`src/hdl/fragment_set_validator_assert.svh`:
```
// assertion macros for the fragment set validator
// used by modules that carry concurrent checks on clk_i / rst_ni
`ifndef FRAGMENT_SET_VALIDATOR_ASSERT_SVH
`define FRAGMENT_SET_VALIDATOR_ASSERT_SVH

`ifndef SYNTHESIS
// property must hold at every clock edge out of reset
`define FSV_ASSERT(lbl, prop, msg) \
  lbl: assert property (@(posedge clk_i) disable iff (!rst_ni) (prop)) \
    else $error(msg);
// condition must never be true at a clock edge out of reset
`define FSV_ASSERT_NEVER(lbl, cond, msg) \
  lbl: assert property (@(posedge clk_i) disable iff (!rst_ni) !(cond)) \
    else $error(msg);
`else
`define FSV_ASSERT(lbl, prop, msg)
`define FSV_ASSERT_NEVER(lbl, cond, msg)
`endif

`endif

```
`src/hdl/fsv_pkg.sv`:
```
// shared types and constants of the fragment set validator
// no dependencies
package fsv_pkg;

  localparam int unsigned MaxFragmentsDefault = 16;
  localparam int unsigned IdW   = 4;
  localparam int unsigned IdSpan = 2 ** IdW;
  localparam int unsigned CntW  = 2;
  localparam int unsigned RecvW = 5;
  localparam int unsigned LenW  = 12;
  localparam int unsigned CfgIdxW = 1;
  localparam int unsigned CfgDataW = 8;

  typedef enum logic [2:0] {
    ST_OK       = 3'd0,
    ST_UNKNOWN  = 3'd1,
    ST_FRAG_ERR = 3'd2,
    ST_HEADER   = 3'd3,
    ST_BAD_ID   = 3'd4,
    ST_MISSING  = 3'd5
  } status_e;

  typedef enum logic [CfgIdxW-1:0] {
    CFG_KNOWN_A = 1'b0,
    CFG_KNOWN_B = 1'b1
  } cfg_reg_e;

  typedef enum logic [1:0] {
    S_IDLE,
    S_UPDATE,
    S_SCAN,
    S_EMIT
  } seq_state_e;

  typedef struct packed {
    logic in_fire;
    logic last;
    logic scan_end;
    logic out_free;
  } seq_stat_t;

  typedef struct packed {
    logic in_ready;
    logic update;
    logic scan;
    logic emit;
  } seq_ctrl_t;

endpackage

```
`src/hdl/fsv_in_if.sv`:
```
// fragment header channel: valid/ready handshake plus header fields
// depends on fsv_pkg
interface fsv_in_if;
  logic                     valid;
  logic                     ready;
  logic [7:0]               station;
  logic [7:0]               command_code;
  logic [fsv_pkg::IdW-1:0]  fragment_total;
  logic [fsv_pkg::IdW-1:0]  fragment_id;
  logic                     fragment_bad;
  logic [7:0]               frag_bytes;
  logic                     last_fragment;

  modport source (
    output valid, station, command_code, fragment_total, fragment_id,
           fragment_bad, frag_bytes, last_fragment,
    input  ready
  );
  modport sink (
    input  valid, station, command_code, fragment_total, fragment_id,
           fragment_bad, frag_bytes, last_fragment,
    output ready
  );
endinterface

```
`src/hdl/fsv_out_if.sv`:
```
// verdict channel: valid/ready handshake plus status, length and code
// depends on fsv_pkg
interface fsv_out_if;
  logic                     valid;
  logic                     ready;
  fsv_pkg::status_e         status;
  logic [fsv_pkg::LenW-1:0] set_bytes;
  logic [7:0]               command_code_out;

  modport source (
    output valid, status, set_bytes, command_code_out,
    input  ready
  );
  modport sink (
    input  valid, status, set_bytes, command_code_out,
    output ready
  );
endinterface

```
`src/hdl/fsv_seen_table.sv`:
```
// bank of 2-bit saturating per-fragment-number counters, one shared port
// depends on fsv_pkg
module fsv_seen_table #(
  parameter int unsigned DEPTH = fsv_pkg::IdSpan
) (
  input  logic                             clk_i,
  input  logic                             rst_ni,
  input  logic                             clear_i,
  input  logic                             inc_i,
  input  logic [$clog2(DEPTH)-1:0]         addr_i,
  output logic [fsv_pkg::CntW-1:0]         cnt_o
);
  import fsv_pkg::*;

  logic [CntW-1:0] cnt_q [DEPTH];

  assign cnt_o = cnt_q[addr_i];

  always_ff @(posedge clk_i or negedge rst_ni) begin
    if (!rst_ni) begin
      for (int i = 0; i < DEPTH; i++) cnt_q[i] <= '0;
    end else if (clear_i) begin
      for (int i = 0; i < DEPTH; i++) cnt_q[i] <= '0;
    end else if (inc_i && (cnt_q[addr_i] != {CntW{1'b1}})) begin
      cnt_q[addr_i] <= cnt_q[addr_i] + CntW'(1);
    end
  end
endmodule

```
`src/hdl/fsv_seq.sv`:
```
// sequencer: accept, update, counter scan, emit
// depends on fsv_pkg
module fsv_seq (
  input  logic                clk_i,
  input  logic                rst_ni,
  input  fsv_pkg::seq_stat_t  stat_i,
  output fsv_pkg::seq_ctrl_t  ctrl_o
);
  import fsv_pkg::*;

  seq_state_e state_q, state_d;

  always_ff @(posedge clk_i or negedge rst_ni) begin
    if (!rst_ni) begin
      state_q <= S_IDLE;
    end else begin
      state_q <= state_d;
    end
  end

  always_comb begin
    state_d = state_q;
    ctrl_o  = '0;
    unique case (state_q)
      S_IDLE: begin
        ctrl_o.in_ready = 1'b1;
        if (stat_i.in_fire) state_d = S_UPDATE;
      end
      S_UPDATE: begin
        ctrl_o.update = 1'b1;
        state_d = stat_i.last ? S_SCAN : S_IDLE;
      end
      S_SCAN: begin
        ctrl_o.scan = 1'b1;
        if (stat_i.scan_end) state_d = S_EMIT;
      end
      S_EMIT: begin
        ctrl_o.emit = 1'b1;
        if (stat_i.out_free) state_d = S_IDLE;
      end
      default: state_d = S_IDLE;
    endcase
  end
endmodule

```
`src/hdl/fragment_set_validator.sv`:
```
// top level of the fragment set validator: header checks, length sum,
// verdict register; uses fsv_pkg, fsv_in_if, fsv_out_if, fsv_seq, fsv_seen_table
//
// Checks the headers of the fragments of one multi-fragment command and
// gives one verdict (status, total payload length, first command code) when
// the fragment marked last arrives. A fragment that is not last passes the
// accept and update states. A last fragment passes the accept and update
// states, then the scan state, which reads fragment numbers 1 up to the
// fragments received plus an end check, stopping early at the first missing
// number, then the emit state, which loads the verdict register; the scan
// length is set by the single read port of the counter bank, which reads one
// counter per cycle. The next fragment is taken while a verdict still waits
// in the output register; a further verdict waits until that register is
// free. The user must write known_code_a and known_code_b through the
// configuration port only while the block is idle, which it does not enforce.
`include "fragment_set_validator_assert.svh"

module fragment_set_validator #(
  parameter int unsigned MAX_FRAGMENTS = fsv_pkg::MaxFragmentsDefault
) (
  input  logic                          clk_i,
  input  logic                          rst_ni,
  input  logic                          cfg_we_i,
  input  logic [fsv_pkg::CfgIdxW-1:0]   cfg_idx_i,
  input  logic [fsv_pkg::CfgDataW-1:0]  cfg_wdata_i,
  fsv_in_if.sink                        in_i,
  fsv_out_if.source                     out_o
);
  import fsv_pkg::*;

  // fragment numbers are only IdW bits wide, so entries beyond IdSpan never fill
  localparam int unsigned TableDepth = (MAX_FRAGMENTS < IdSpan) ? MAX_FRAGMENTS : IdSpan;
  localparam int unsigned IdxW = $clog2(TableDepth);
  localparam int unsigned ScanW = RecvW + 1;

  seq_ctrl_t ctrl;
  seq_stat_t stat;

  // configuration
  logic [7:0] known_a_q, known_b_q;

  always_ff @(posedge clk_i or negedge rst_ni) begin
    if (!rst_ni) begin
      known_a_q <= 8'd0;
      known_b_q <= 8'd1;
    end else if (cfg_we_i) begin
      unique case (cfg_reg_e'(cfg_idx_i))
        CFG_KNOWN_A: known_a_q <= cfg_wdata_i;
        CFG_KNOWN_B: known_b_q <= cfg_wdata_i;
        default: ;
      endcase
    end
  end

  // captured fragment header
  logic [7:0]     station_q, code_q, plen_q;
  logic [IdW-1:0] total_q, id_q;
  logic           bad_q, last_q;
  logic           in_fire;

  assign in_i.ready = ctrl.in_ready;
  assign in_fire    = in_i.valid && ctrl.in_ready;

  always_ff @(posedge clk_i) begin
    if (in_fire) begin
      station_q <= in_i.station;
      code_q    <= in_i.command_code;
      total_q   <= in_i.fragment_total;
      id_q      <= in_i.fragment_id;
      bad_q     <= in_i.fragment_bad;
      plen_q    <= in_i.frag_bytes;
      last_q    <= in_i.last_fragment;
    end
  end

  // set state
  logic [7:0]       first_station_q, first_code_q;
  logic [IdW-1:0]   first_total_q;
  logic [2:0]       frag_err_q;
  logic [RecvW-1:0] recv_q;
  logic [LenW-1:0]  len_q;
  logic [ScanW-1:0] scan_n_q;
  logic             missing_q, dup_q;

  // out register
  logic             out_valid_q;
  status_e          out_status_q;
  logic [LenW-1:0]  out_len_q;
  logic [7:0]       out_code_q;
  logic             out_free, emit_fire;

  assign out_free  = !out_valid_q || out_o.ready;
  assign emit_fire = ctrl.emit && out_free;

  // shared counter port: update reads the fragment's own number, scan walks numbers
  logic [IdxW-1:0] tbl_addr;
  logic [CntW-1:0] tbl_cnt;
  logic            id_in_range, n_in_range, n_past_end, tbl_inc;
  logic [CntW-1:0] scan_cnt;

  assign id_in_range = {1'b0, id_q} < (IdW+1)'(TableDepth);
  assign n_in_range  = scan_n_q < ScanW'(TableDepth);
  assign n_past_end  = scan_n_q > {1'b0, recv_q};
  assign tbl_addr    = ctrl.scan ? scan_n_q[IdxW-1:0] : id_q[IdxW-1:0];
  assign tbl_inc     = ctrl.update && id_in_range;
  assign scan_cnt    = n_in_range ? tbl_cnt : '0;

  fsv_seen_table #(
    .DEPTH (TableDepth)
  ) u_seen (
    .clk_i   (clk_i),
    .rst_ni  (rst_ni),
    .clear_i (emit_fire),
    .inc_i   (tbl_inc),
    .addr_i  (tbl_addr),
    .cnt_o   (tbl_cnt)
  );

  assign stat.in_fire  = in_fire;
  assign stat.last     = last_q;
  assign stat.scan_end = n_past_end || (scan_cnt == '0);
  assign stat.out_free = out_free;

  fsv_seq u_seq (
    .clk_i  (clk_i),
    .rst_ni (rst_ni),
    .stat_i (stat),
    .ctrl_o (ctrl)
  );

  // per-fragment checks against the first fragment's header
  logic           first_frag;
  logic [7:0]     ref_station, ref_code;
  logic [IdW-1:0] ref_total;
  logic [2:0]     code_here;
  logic [LenW:0]  len_sum;

  assign first_frag  = (recv_q == '0);
  assign ref_station = first_frag ? station_q : first_station_q;
  assign ref_code    = first_frag ? code_q    : first_code_q;
  assign ref_total   = first_frag ? total_q   : first_total_q;
  assign len_sum     = {1'b0, len_q} + (LenW+1)'(plen_q);

  always_comb begin
    code_here = 3'(ST_OK);
    if (bad_q) code_here = 3'(ST_FRAG_ERR);
    if (station_q != ref_station || total_q != ref_total || code_q != ref_code) begin
      code_here = 3'(ST_HEADER);
    end
    if (id_q > ref_total) code_here = 3'(ST_BAD_ID);
  end

  always_ff @(posedge clk_i or negedge rst_ni) begin
    if (!rst_ni) begin
      first_station_q <= '0;
      first_code_q    <= '0;
      first_total_q   <= '0;
      frag_err_q      <= '0;
      recv_q          <= '0;
      len_q           <= '0;
      scan_n_q        <= '0;
      missing_q       <= 1'b0;
      dup_q           <= 1'b0;
    end else if (emit_fire) begin
      first_station_q <= '0;
      first_code_q    <= '0;
      first_total_q   <= '0;
      frag_err_q      <= '0;
      recv_q          <= '0;
      len_q           <= '0;
      missing_q       <= 1'b0;
      dup_q           <= 1'b0;
    end else if (ctrl.update) begin
      first_station_q <= ref_station;
      first_code_q    <= ref_code;
      first_total_q   <= ref_total;
      if (code_here != 3'(ST_OK)) frag_err_q <= code_here;
      if (recv_q != {RecvW{1'b1}}) recv_q <= recv_q + RecvW'(1);
      len_q     <= len_sum[LenW] ? {LenW{1'b1}} : len_sum[LenW-1:0];
      scan_n_q  <= ScanW'(1);
      missing_q <= 1'b0;
      dup_q     <= 1'b0;
    end else if (ctrl.scan && !n_past_end) begin
      if (scan_cnt == '0) missing_q <= 1'b1;
      if (scan_cnt > CntW'(1)) dup_q <= 1'b1;
      scan_n_q <= scan_n_q + ScanW'(1);
    end
  end

  // verdict priority: missing, duplicate, kept fragment code, unknown command
  status_e verdict;

  always_comb begin
    if (missing_q) begin
      verdict = ST_MISSING;
    end else if (dup_q) begin
      verdict = ST_BAD_ID;
    end else if (frag_err_q != 3'(ST_OK)) begin
      verdict = status_e'(frag_err_q);
    end else if (first_code_q != known_a_q && first_code_q != known_b_q) begin
      verdict = ST_UNKNOWN;
    end else begin
      verdict = ST_OK;
    end
  end

  always_ff @(posedge clk_i or negedge rst_ni) begin
    if (!rst_ni) begin
      out_valid_q <= 1'b0;
    end else if (emit_fire) begin
      out_valid_q <= 1'b1;
    end else if (out_o.ready) begin
      out_valid_q <= 1'b0;
    end
  end

  always_ff @(posedge clk_i) begin
    if (emit_fire) begin
      out_status_q <= verdict;
      out_len_q    <= len_q;
      out_code_q   <= first_code_q;
    end
  end

  assign out_o.valid            = out_valid_q;
  assign out_o.status           = out_status_q;
  assign out_o.set_bytes        = out_len_q;
  assign out_o.command_code_out = out_code_q;

  // an accepted transaction is always followed by its update cycle
  `FSV_ASSERT(a_fire_then_update, in_fire |=> ctrl.update, "no update after accept")
  // scan index never runs more than one past the received count
  `FSV_ASSERT(a_scan_bound, ctrl.scan |-> (scan_n_q <= {1'b0, recv_q} + ScanW'(1)), "scan past end")
  // a delivered verdict leaves an empty set behind
  `FSV_ASSERT(a_set_cleared, emit_fire |=> (recv_q == '0 && len_q == '0 && out_valid_q), "set not cleared")
  // counters are never bumped while scanning
  `FSV_ASSERT_NEVER(a_no_inc_in_scan, tbl_inc && ctrl.scan, "counter bumped during scan")
endmodule
```
`src/flat_wrapper.sv`:
```
// flat-port wrapper written by rule: the top's interface ports become plain ports
module fragment_set_validator_flat import fsv_pkg::*;
#(
  parameter int unsigned MAX_FRAGMENTS = fsv_pkg::MaxFragmentsDefault
)
  (clk_i, rst_ni, cfg_we_i, cfg_idx_i, cfg_wdata_i, in_i_valid, in_i_station, in_i_command_code, in_i_fragment_total, in_i_fragment_id, in_i_fragment_bad, in_i_frag_bytes, in_i_last_fragment, in_i_ready, out_o_valid, out_o_status, out_o_set_bytes, out_o_command_code_out, out_o_ready);
  fsv_in_if in_i_i ();
  fsv_out_if out_o_i ();
  input  logic clk_i;
  input  logic rst_ni;
  input  logic cfg_we_i;
  input  logic [fsv_pkg::CfgIdxW-1:0] cfg_idx_i;
  input  logic [fsv_pkg::CfgDataW-1:0] cfg_wdata_i;
  input wire logic [$bits(in_i_i.valid)-1:0] in_i_valid;
  input wire logic [$bits(in_i_i.station)-1:0] in_i_station;
  input wire logic [$bits(in_i_i.command_code)-1:0] in_i_command_code;
  input wire logic [$bits(in_i_i.fragment_total)-1:0] in_i_fragment_total;
  input wire logic [$bits(in_i_i.fragment_id)-1:0] in_i_fragment_id;
  input wire logic [$bits(in_i_i.fragment_bad)-1:0] in_i_fragment_bad;
  input wire logic [$bits(in_i_i.frag_bytes)-1:0] in_i_frag_bytes;
  input wire logic [$bits(in_i_i.last_fragment)-1:0] in_i_last_fragment;
  output wire logic [$bits(in_i_i.ready)-1:0] in_i_ready;
  output wire logic [$bits(out_o_i.valid)-1:0] out_o_valid;
  output wire logic [$bits(out_o_i.status)-1:0] out_o_status;
  output wire logic [$bits(out_o_i.set_bytes)-1:0] out_o_set_bytes;
  output wire logic [$bits(out_o_i.command_code_out)-1:0] out_o_command_code_out;
  input wire logic [$bits(out_o_i.ready)-1:0] out_o_ready;
  assign in_i_i.valid = in_i_valid;
  assign in_i_i.station = in_i_station;
  assign in_i_i.command_code = in_i_command_code;
  assign in_i_i.fragment_total = in_i_fragment_total;
  assign in_i_i.fragment_id = in_i_fragment_id;
  assign in_i_i.fragment_bad = in_i_fragment_bad;
  assign in_i_i.frag_bytes = in_i_frag_bytes;
  assign in_i_i.last_fragment = in_i_last_fragment;
  assign in_i_ready = in_i_i.ready;
  assign out_o_valid = out_o_i.valid;
  assign out_o_status = out_o_i.status;
  assign out_o_set_bytes = out_o_i.set_bytes;
  assign out_o_command_code_out = out_o_i.command_code_out;
  assign out_o_i.ready = out_o_ready;
  fragment_set_validator #(.MAX_FRAGMENTS(MAX_FRAGMENTS)) u_core (.clk_i(clk_i), .rst_ni(rst_ni), .cfg_we_i(cfg_we_i), .cfg_idx_i(cfg_idx_i), .cfg_wdata_i(cfg_wdata_i), .in_i(in_i_i), .out_o(out_o_i));
endmodule
```
`config.mk`:
```
export PLATFORM = sky130hd
export DESIGN_NAME = fragment_set_validator_flat
export DESIGN_NICKNAME = d
export VERILOG_FILES = /design/src/hdl/fsv_pkg.sv /design/src/hdl/fsv_in_if.sv /design/src/hdl/fsv_out_if.sv /design/src/hdl/fsv_seen_table.sv /design/src/hdl/fsv_seq.sv /design/src/hdl/fragment_set_validator.sv /design/src/flat_wrapper.sv
export VERILOG_INCLUDE_DIRS = /design/src /design/src/hdl
export SDC_FILE = /design/constraint.sdc
export NUM_CORES = 1
export LEC_CHECK = 0
export ABC_AREA = 0
export BUFFER_PORTS_ARGS = -buffer_cell sky130_fd_sc_hd__buf_2
export CAP_MARGIN = 10
export CORE_AREA = 2 2 87 172
export CTS_CLUSTER_DIAMETER = 80
export DETAILED_ROUTE_END_ITERATION = 10
export DIE_AREA = 0 0 89 174
export GPL_TIMING_DRIVEN = 0
export PLACE_DENSITY_LB_ADDON = 0.05
export SLEW_MARGIN = 20
export SYNTH_ARGS = -nofsm -noshare
export SYNTH_HDL_FRONTEND = slang
export SYNTH_HIERARCHICAL = 1
export SYNTH_SLANG_ARGS = --single-unit
```
`constraint.sdc`:
```
create_clock -name clk_i -period 2.8 [get_ports clk_i]
set_input_delay 0.14 -clock clk_i [delete_from_list [all_inputs] [get_ports clk_i]]
set_output_delay 0.14 -clock clk_i [all_outputs]
set_load 0.01 [all_outputs]
```
=== Word level (Yosys, flattened, before mapping) ===
Index checks and enable logic that the tools add are counted.

* Add/sub/neg operators: 4
* $lt $le $gt $ge: 6
* Eq/ne operators: 13
* Mux-type cells: 55
* Bitwise operators: 3
* Reductions and logical operators: 35

{| class="wikitable"
|+ Operators with widths
! kind !! count
|-
| $mux 32 || 2
|-
| $mux 8 || 6
|-
| $mux 12 || 3
|-
| $bwmux 32 || 1
|-
| $ne 8x8->1 || 4
|-
| $mux 2 || 10
|-
| $mux 1 || 16
|-
| $mux 4 || 4
|-
| $mux 3 || 5
|-
| $mux 5 || 3
|-
| $reduce_bool 3->1 || 5
|-
| $reduce_and 2->1 || 7
|-
| $add 12x8->13 || 1
|-
| $mux 6 || 2
|-
| $reduce_bool 2->1 || 6
|-
| $bmux 2 s4 || 1
|-
| $demux 2 s4 || 1
|-
| $pmux 2 s4 || 1
|-
| $add 6x1->6 const B || 1
|-
| $gt 6x5->1 || 1
|-
| $logic_and 1x1->1 || 6
|-
| $lt 6x5->1 const B || 1
|-
| $ne 2x1->1 const B || 3
|-
| $add 5x1->5 const B || 1
|-
| 18 further kinds || 25
|}

* Flip-flop bits (word level): 156
* Bits of input ports: 48
* Output and inout port bits: 25
* Logic and storage cells: 156

=== Longest topological paths before layout ===
* Depth in word-level cells: 13
* Mapped depth: 13
* Mapped depth without buffers: 11

=== By module ===
Netlist, hierarchy kept.

{| class="wikitable"
|+ Modules (own cells, without submodules)
! module !! times used !! cells each !! area each (um2) !! sequential area each (um2)
|-
| fragment_set_validator || 1 || 457 || 5636.7 || 3339.5
|-
| fsv_seen_table || 1 || 159 || 1779.2 || 800.8
|-
| fsv_seq || 1 || 10 || 101.3 || 50.0
|}

=== Worst setup path before layout ===
No wires, ideal clock.

* Path kind: reg-to-reg
* From: reg (tool-made name)
* To: reg u_core/u_seen/cnt_q[10] (netlist bit)
* Setup time: 0.099 ns
* Arrival: 2.966 ns
* Required time: 2.701 ns
* Path slack: -0.266 ns
* Stages on the path, launching flop included: 14
* Buffers on the path: 3
* Cells stage by stage: dfrtp_1 -> nor2b_1 -> nand2_1 -> o21ai_0 -> buf_6 -> buf_12 -> mux4_2 -> a22oi_2 -> nand2_1 -> ha_1 -> and4bb_1 -> buf_2 -> a21oi_1 -> a311oi_1

{| class="wikitable"
|+ RTL lines
! what !! RTL line !! text
|-
| end signal: indexed assignment || fsv_seen_table.sv:25 || <nowiki>cnt_q[addr_i] <= cnt_q[addr_i] + CntW'(1);</nowiki>
|-
| end: declaration || fsv_seen_table.sv:15 || <nowiki>logic [CntW-1:0] cnt_q [DEPTH];</nowiki>
|}

==> out/metrics.csv <==
metric,value,unit
max-cap violation count,0,
global-route wire length before repair,29.8,mm
crit path kind,flop to flop,
RSZ-0062 raised after global routing,yes,
Post-synth top flop,dfrtp_1,
worst path required time,3.12,ns
DRT iter0 DRCs,314,
Cells after Synth,626,
CTS buffer count,17,
worst slew pin tran,0.657,ns
Synth Warn #,6,
dpl ws,-0.611,ns
GRT overflow,0,
Final Cell Area,9820,um^2
Slew Limit Fails,0,
DRC viols,0,
R2R Path Start,u_core/u_seq/state_q[0],
Core Region,14300,um^2
"flops & latches, synth",156,
Worst Setup End Kind,flop,
Reg area,4190,um^2
per-cell routed wire length,19.2,um
"Critical Path, Cell by Cell","nor2b_4, mux2_4, buf_4, mux4_2, a22oi_1, nand2_2, ha_4, nor4b_4, buf_4, a21oi_2, a311oi_2",
total die area,15500,um^2
fin cells,997,
# rows,62,
FMAX,315,MHz
Util after Layout,68.8,%
H-tree depth,4,
Critical path buffers and inverters,2,
most frequent cells in the layout,"97 x dfrtp_1, 75 x buf_2, 57 x edfxtp_1",
register area share after synthesis,55.7,%
placer's final routability congestion estimate,0.881,
CTS sink count,156,
Mean Syn Cell Area,12.0,um^2
Setup Skew,0.0114,ns
Power per Cell Area,1120,nW/um^2
nets@finish,863,
HP Start,out_o_ready,
DP Wirelength,12.9,mm
violated checks,setup timing,
Hold WC Path Type,input port to flop,
chip height,174,um
CTS Root Cell,clkbuf_16,
Vias,5729,
Vias/cell,5.75,
Max Root-Sink Buffers,2,
Post-Place Cells,893,
Tot Pwr,11.0,mW
Crit Path Max Fanout,10,
R2R setup slack,-0.37,ns
initial antenna violation count,0,
synthesized area,7520,um^2
most frequent CP cell,buf_4,
clock-pin slew on the worst setup and hold paths,0.07,ns
number of flops mapped to enable cells by yosys,57,
R2R cell count,11,
CTS tree,done,
Starting Density,52.7,%
Post-synth ARST share,63.5,%
Setup Viol. Count Final,34,
final hold viol count,0,
slew margin rel.,56.2,%
WHS Path Cells,3,
Leak,4.07,nW
Worst Setup Start Kind,flop,
final cycle utilization of the critical path,113,%
WL final,19.1,mm
largest net degree at the start of global routing,79,
vias in the first global route,5955,
Mapped Nets,697,
area grow syn2layout,30.6,%
Slowest Stage Delay on Critical Path,0.42,ns
slowest cell on the critical path,dfrtp_2,
GRT Total Usage,25.6,%
min Tclk post-route,3.17,ns
crit path DAT,3.50,ns
Post-DRT Antenna Nets,0,
"IR drop worst, VDD",0.000641,V
reg2reg end,u_core/u_seen/cnt_q[30],
synth unique cells,74,
io pins,73,
multi-input logic area,3300,um^2
Die X,89,um
First-pass DRT Iterations,5,
post-place instance area,8230,um^2
Port Buffer Count,72,
TNS Setup,-10.46,ns
Hold Slack,0.0547,ns
Hold EP,u_core/out_o.valid,
clock latency on the worst-skew pair,0.43,ns
# diodes,0,
"CP delay by family, top",multiplexers,
share of layout cells above drive strength 1,31.3,%
filler instances,1112,
status,finished with violations,
Worst Slack Setup Final,-0.373,ns
"most common cell after layout, fill and taps aside",dfrtp_1,
cell type report:
| class | instances | share of cell area [%] |
|---|---|---|
| Sequential cell | 156 | 42.7 |
| Multi-Input combinational cell | 420 | 33.6 |
| Timing Repair Buffer | 147 | 11.8 |
| Clock buffer | 18 | 4.47 |
| Buffer | 32 | 2.50 |
| Tap cell | 192 | 2.45 |
| Clock inverter | 14 | 1.85 |
| Inverter | 18 | 0.688 |
Yosys cell counts (3+ instances only):
library cell	n	area [um^2]
xnor2_1	25	219
o21ai_1	6	30.0
nand2b_1	6	37.5
edfxtp_1	57	1710
mux2_2	20	225
nand3_1	21	105
a211oi_1	4	30.0
nor4_1	4	25.0
dfrtp_1	98	2450
nor3_1	7	35.0
ha_1	22	275
a311oi_1	17	149
buf_1	3	11.3
o21ai_0	28	140
nand4_1	7	43.8
a21oi_1	71	355
clkbuf_1	13	48.8
and2_1	5	31.3
nor2_1	23	86.3
buf_2	6	30.0
inv_1	18	67.6
nand2_1	50	188
mux4_2	6	135
xor2_1	19	166
nor2b_1	8	50.1
mux2i_1	4	40.0
buf_6	5	56.3
and3_1	5	31.3
a21o_1	5	37.5
a31oi_1	4	25.0
worst max-delay path by stage:
stage	from	endpoint	slack, ns	depth (start not counted)
after floorplan	flop	u_core/u_seen/cnt_q[15]	0.0009	12
after global placement	u_core/u_seq/state_q[0]	u_core/u_seen/cnt_q[12]	-0.86	7
after detailed placement	flop	u_core/u_seen/cnt_q[14]	-0.61	11
after CTS	u_core/u_seq/state_q[0]	u_core/u_seen/cnt_q[31]	-0.33	14
after global routing	u_core/u_seq/state_q[0]	u_core/u_seen/cnt_q[7]	-0.44	12
final	u_core/u_seq/state_q[0]	u_core/u_seen/cnt_q[30]	-0.37	11
flip-flops by register name (all words and copies together) (netlist names), 3 cells and up, named ones only:
signal,count
u_core/len_q,12
u_core/station_q,8
u_core/out_o.status,3
u_core/first_code_q,8
u_core/total_q,4
u_core/out_o.set_bytes,12
u_core/scan_n_q,6
u_core/known_a_q,8
u_core/u_seen/cnt_q,32
u_core/id_q,4
u_core/first_total_q,4
u_core/recv_q,5
u_core/frag_err_q,3
u_core/plen_q,8
u_core/first_station_q,8
u_core/known_b_q,8
u_core/code_q,8
u_core/out_o.command_code_out,8
logic make-up (layout without fill, tap and decap cells):
logic type	count (synthesis)	in the layout	synth area share [%]
xor gates and xnor gates	44	44	5.13
muxes	32	32	6.03
adders and majority gates	23	23	3.93
DFF	156	156	55.7
buffers and inverters	50	229	3.64
AOI/OAI and AO/OA	160	160	13.6
and+or+nand+nor	161	161	12.0
report_power, final:
part	leakage [nW]	internal, mW	total (mW)	switching, mW
Sequential	1.80	3.19	3.82	0.627
Combinational	1.96	2.14	4.74	2.60
Clock	0.303	1.45	2.40	0.954
tightest hold or removal path, cell delays in order:
cell and delay [ns]:
buf_2 0.07, nand2b_1 0.15, nand2b_1 0.07
layer usage:
| layer | vias up | track usage (%) | routed length (um) |
|---|---|---|---|
| li1 | 2647 | - | - |
| met1 | 2848 | 26.4 | 6840 |
| met2 | 182 | 48.0 | 11000 |
| met3 | 52 | 4.37 | 626 |
| met4 | 0 | 11.8 | 709 |
| met5 | - | 0 | 0 |
timing repair:
| action | CTS | global route |
|---|---|---|
| gates cloned | 0 | 2 |
| hold endpoints to repair | 148 | 0 |
| gates resized for setup | 48 | 33 |
| buffers inserted | 21 | 7 |
| hold buffers | 43 | 0 |
| setup endpoints to repair | 36 | 36 |
| pin swaps | 24 | 18 |
No activity file was read; power rests on OpenSTA's default activity.
